===== config.mk =====
export PLATFORM = sky130hd
export DESIGN_NAME = dcsb_rsp_fifo
export DESIGN_NICKNAME = d
export VERILOG_FILES = /design/src/design/dcsb_pkg.sv /design/src/design/dcsb_rsp_fifo.sv
export SDC_FILE = /design/constraint.sdc
export NUM_CORES = 1
export LEC_CHECK = 0
export BUFFER_PORTS_ARGS = -buffer_cell sky130_fd_sc_hd__buf_4
export CAP_MARGIN = 20
export CORE_MARGIN = 2
export CORE_UTILIZATION = 55
export CTS_CLUSTER_DIAMETER = 150
export DETAILED_ROUTE_END_ITERATION = 8
export PLACE_DENSITY = 0.74
export SYNTH_ARGS = -nofsm -noshare
export SYNTH_HDL_FRONTEND = slang
export SYNTH_SLANG_ARGS = --single-unit

===== constraint.sdc =====
create_clock -name clock -period 3.9 [get_ports clock]
set_input_delay 0.195 -clock clock [delete_from_list [all_inputs] [get_ports clock]]
set_output_delay 0.195 -clock clock [all_outputs]
set_load 0.005 [all_outputs]

===== src/design/dcsb_pkg.sv =====
// shared types, constants and helpers of the dna core string bucketer
package dcsb_pkg;

   localparam int NODE_W     = 10;
   localparam int NODE_COUNT = 2 ** NODE_W;
   localparam int DEPTH_W    = 6;
   localparam int MAX_DEPTH  = 32;
   localparam int COUNT_W    = 32;

   localparam int OUT_DEPTH  = 8;
   localparam int OUT_PTR_W  = $clog2(OUT_DEPTH);
   localparam int OUT_CNT_W  = OUT_PTR_W + 1;

   localparam int REQ_DATA_W = 72;
   localparam int REQ_USER_W = 2;
   localparam int RSP_DATA_W = 16;

   typedef logic [NODE_W-1:0]  node_type;
   typedef logic [DEPTH_W-1:0] level_type;
   typedef logic [COUNT_W-1:0] count_type;
   typedef logic [3:0][NODE_W-1:0] goto_type;

   localparam node_type  NODE_LAST = node_type'(NODE_COUNT - 1);
   localparam level_type LEVEL_MAX = level_type'(MAX_DEPTH);
   localparam count_type COUNT_MAX = '1;

   typedef enum logic {
      FUNC_LOAD = 1'b0,
      FUNC_BASE = 1'b1
   } func_type;

   typedef struct packed {
      node_type node;
      logic     matched;
   } rsp_type;

   function automatic count_type sat_inc(input count_type value);
      count_type result;
      begin
         result = (value == COUNT_MAX) ? value : value + count_type'(1);
         return result;
      end
   endfunction

endpackage


===== src/design/dcsb_rsp_fifo.sv =====
// result queue between the bucket update stage and the response channel
module dcsb_rsp_fifo (
   input  logic              clock,
   input  logic              reset,
   input  logic              push_valid,
   input  dcsb_pkg::rsp_type push_data,
   input  logic              pop_ready,
   output logic              pop_valid,
   output dcsb_pkg::rsp_type pop_data
);
   import dcsb_pkg::*;

   rsp_type                entries_ff [OUT_DEPTH];
   logic [OUT_PTR_W-1:0]   wr_ptr_ff;
   logic [OUT_PTR_W-1:0]   rd_ptr_ff;
   logic [OUT_CNT_W-1:0]   cnt_ff;
   logic [OUT_CNT_W-1:0]   cnt_in;
   logic                   pop;

   assign pop_valid = (cnt_ff != '0);
   assign pop_data  = entries_ff[rd_ptr_ff];
   assign pop       = pop_valid && pop_ready;

   always_comb begin
      cnt_in = cnt_ff;
      if (push_valid && !pop) begin
         cnt_in = cnt_ff + OUT_CNT_W'(1);
      end else if (!push_valid && pop) begin
         cnt_in = cnt_ff - OUT_CNT_W'(1);
      end
   end

   always_ff @(posedge clock) begin
      if (reset) begin
         wr_ptr_ff <= '0;
         rd_ptr_ff <= '0;
         cnt_ff    <= '0;
      end else begin
         if (push_valid) begin
            wr_ptr_ff <= wr_ptr_ff + OUT_PTR_W'(1);
         end
         if (pop) begin
            rd_ptr_ff <= rd_ptr_ff + OUT_PTR_W'(1);
         end
         cnt_ff <= cnt_in;
      end
   end

   always_ff @(posedge clock) begin
      if (push_valid) begin
         entries_ff[wr_ptr_ff] <= push_data;
      end
   end

endmodule


==> impl_metrics.json <==
{
  "status": "complete, no violations",
  "power_per_cell_area_nw_per_um2": 566,
  "cts-root-buf": "clkbuf_8",
  "start_kind": "flop",
  "hpwlAfterDp_microns": 3970,
  "cts.sinks": 101,
  "reg2reg_from": "cnt_ff[1]",
  "final.setup.tns_ns": 0,
  "pwr-share-clk_pct": 27.4,
  "swShare_pct": 24.7,
  "setup_viol": 0,
  "async_reset_ff_share_pct": 0,
  "synth_most_common_cell": "edfxtp_1",
  "final_hold_viol_count": 0,
  "end_kind": "flop",
  "p_leak_nw": 1.56,
  "vias": 1871,
  "synthTopCellsByCount": "88 x edfxtp_1, 22 x mux4_1, 18 x nor2_1",
  "globalRouteOverflowTotal": 0,
  "seq_power_share_pct": 50.2,
  "cts-resized-gates": 0,
  "antenna_cells": 0,
  "ys_seq_area_share_pct": 72.7,
  "ys.warnings.count": 0,
  "r2r_cells": 9,
  "area_delta_synth_final_pct": 14.1,
  "die_h_microns": 89.2,
  "start_util_pct": 55.9,
  "finalMaxSlewViolations": 0,
  "p_int_w": 0.00194,
  "grt.total_usage_pct": 17.4,
  "insertion_delay_ns": 0.35,
  "ioPinCount": 27,
  "cts_tree": "yes",
  "clkTransAtPathRegs_ns": 0.10,
  "clockBufferDepth": 2,
  "grt_pass1_vias": 1770,
  "period_minus_slack_ns": 2.59,
  "crit_start": "cnt_ff[1]",
  "syn-cell-area_sq_um": 3990,
  "grt_max_degree": 23,
  "ir_drop_uv": 384,
  "rsz0062_at_grt": "no",
  "arrival_ns": 2.83,
  "synth_flop_cell": "edfxtp_1",
  "holdBufCountCts": 0,
  "path_class": "flop to flop",
  "postSynthCellCount": 195,
  "regToRegSetupSlack_ns": 1.31,
  "period_share_pct": 66.5,
  "ys_ff_latch": 101,
  "r2r_end": "cnt_ff[3]",
  "syn-num-nets": 216,
  "clock_skew_ns": 0.0103,
  "syn_area_per_cell_sq_um": 20.5,
  "drc": 0,
  "fillers": 514,
  "synth_edf_count": 88,
  "yosys.area.top_type": "edfxtp_1",
  "layout-drive-gt1-share_pct": 26.5,
  "ant_nets": 0,
  "rows": 31,
  "multi_input_area_sq_um": 1040,
  "drv_cap": 0,
  "gp_congestion": 0.758,
  "synthDistinctLibCells": 23,
  "clock.fmax_mhz": 386,
  "wirelength_microns": 6480,
  "drt_iter0_markers": 224,
  "h-tree-depth": 3,
  "routedWlPerCell_microns": 19.2,
  "cp_max_fo": 4,
  "dr.pass1.iters": 4,
  "pwr-share-comb_pct": 22.4,
  "relSlewSlack_pct": 37.5,
  "synth_area_leaders": "edfxtp_1 66%, mux4_1 14%, dfxtp_1 6.5%",
  "p_switching_w": 0.000636,
  "die-area_sq_um": 7960,
  "port_buffers": 26,
  "cts_setup_buffers": 0,
  "cp.required_ns": 4.14,
  "synth_top_area_share_pct": 66.2,
  "regArea_sq_um": 2900,
  "fp.coreArea_sq_um": 7140,
  "endpoint": "cnt_ff[3]",
  "numCtsBuffers": 9,
  "grt_pass1_wl_microns": 9650,
  "grt_antenna_before_repair": 0,
  "hold_class": "input port to flop",
  "fin_nets": 255,
  "hold-worst-slack_ns": 0.0688,
  "worstMarginPinSlew_ns": 0.936,
  "die_x_microns": 89.2,
  "avgViaCountPerCell": 5.55
}
-- cell families (layout without fill, tap and decap cells) --
| family | count (synthesis) | count (layout) | share of synthesized area [%] |
|---|---|---|---|
| flip-flops | 101 | 101 | 72.7 |
| multiplexers | 36 | 36 | 18.4 |
| XOR/XNOR | 6 | 6 | 1.32 |
| buffers and inverters | 8 | 51 | 1.13 |
| AO/OA/AOI/OAI | 5 | 5 | 0.721 |
| adder cells (fa/ha/maj) | 6 | 6 | 2.07 |
| AND/OR/NAND/NOR | 33 | 33 | 3.70 |
-- stage by stage --
stage                     worst slack (ns)  power (W)  util [%]  instance area [sq um]  std cells
after global routing                  1.16    0.00270      63.8                   4560        337
final                                 1.31    0.00258      63.8                   4560        337
after CTS                             1.33    0.00260      63.8                   4560        337
after floorplan                       1.48    0.00172         -                   3990        195
after detailed placement              1.34    0.00191      60.8                   4340        322
after global placement                1.40    0.00188      60.8                   4340        322
-- state kept, by name (all words and copies together) (netlist names), named ones only --
name	count
cnt_ff	4
entries_ff	88
rd_ptr_ff	3
wr_ptr_ff	3
-- power by group through the flow --
| stage | Clock (W) | Sequential [W] | Combinational [W] |
|---|---|---|---|
| global route | 0.000761 | 0.00130 | 0.000640 |
| finish | 0.000707 | 0.00129 | 0.000577 |
| detailed placement | 0 | 0.00132 | 0.000585 |
| floorplan | 0 | 0.00129 | 0.000425 |
| global placement | 0 | 0.00132 | 0.000568 |
| CTS | 0.000717 | 0.00130 | 0.000587 |
-- worst min-delay path by stage --
| stage | endpoint | depth (start not counted) | from | slack (ns) |
|---|---|---|---|---|
| finish | entries_ff[6][6] | 1 | push_data[6] | 0.07 |
| floorplan | entries_ff[0][0] | 0 | push_data[0] | 0.29 |
| detailed placement | entries_ff[6][6] | 1 | push_data[6] | 0.43 |
| global route | entries_ff[6][6] | 1 | push_data[6] | 0.05 |
| global placement | entries_ff[6][6] | 1 | push_data[6] | 0.43 |
| CTS | entries_ff[6][6] | 1 | push_data[6] | 0.06 |
-- metal layers --
metal | track usage, % | vias to the layer above | routed length, microns
met3 | 4.43 | 7 | 237
li1 | - | 873 | -
met4 | 4.07 | 0 | 51
met1 | 24.9 | 956 | 3010
met2 | 27.6 | 35 | 3180
met5 | 0 | - | 0
-- placed cells by master, fill, tap and decap left out, types with 2 or more instances in the layout --
master      instances
a21oi_1             3
buf_4              35
bufinv_16           2
clkbuf_8            9
clkinvlp_4          2
dfxtp_1            13
edfxtp_1           88
ha_1                5
mux2_2             12
mux2i_1             2
mux4_1             22
nand2_1             5
nand2b_1            3
nand3_1             3
nor2_1             18
nor3_1              2
xnor2_1             2
xor2_1              4
-- critical path: stages, from the launching register on --
cell	delay, ns
dfxtp_1	0.37
or4_4	0.57
nand2_1	0.14
ha_1	0.19
inv_1	0.09
ha_1	0.33
a21oi_1	0.19
a211oi_1	0.10
a31oi_1	0.16
mux2_2	0.35
-- final cells by class --
| type | count | share of cell area (%) |
|---|---|---|
| Multi-Input combinational cell | 86 | 22.9 |
| Timing Repair Buffer | 35 | 5.77 |
| Inverter | 1 | 0.0824 |
| Clock inverter | 6 | 2.09 |
| Clock buffer | 9 | 2.72 |
| Tap cell | 99 | 2.72 |
| Sequential cell | 101 | 63.7 |
Power figures use the tool's default switching activity.
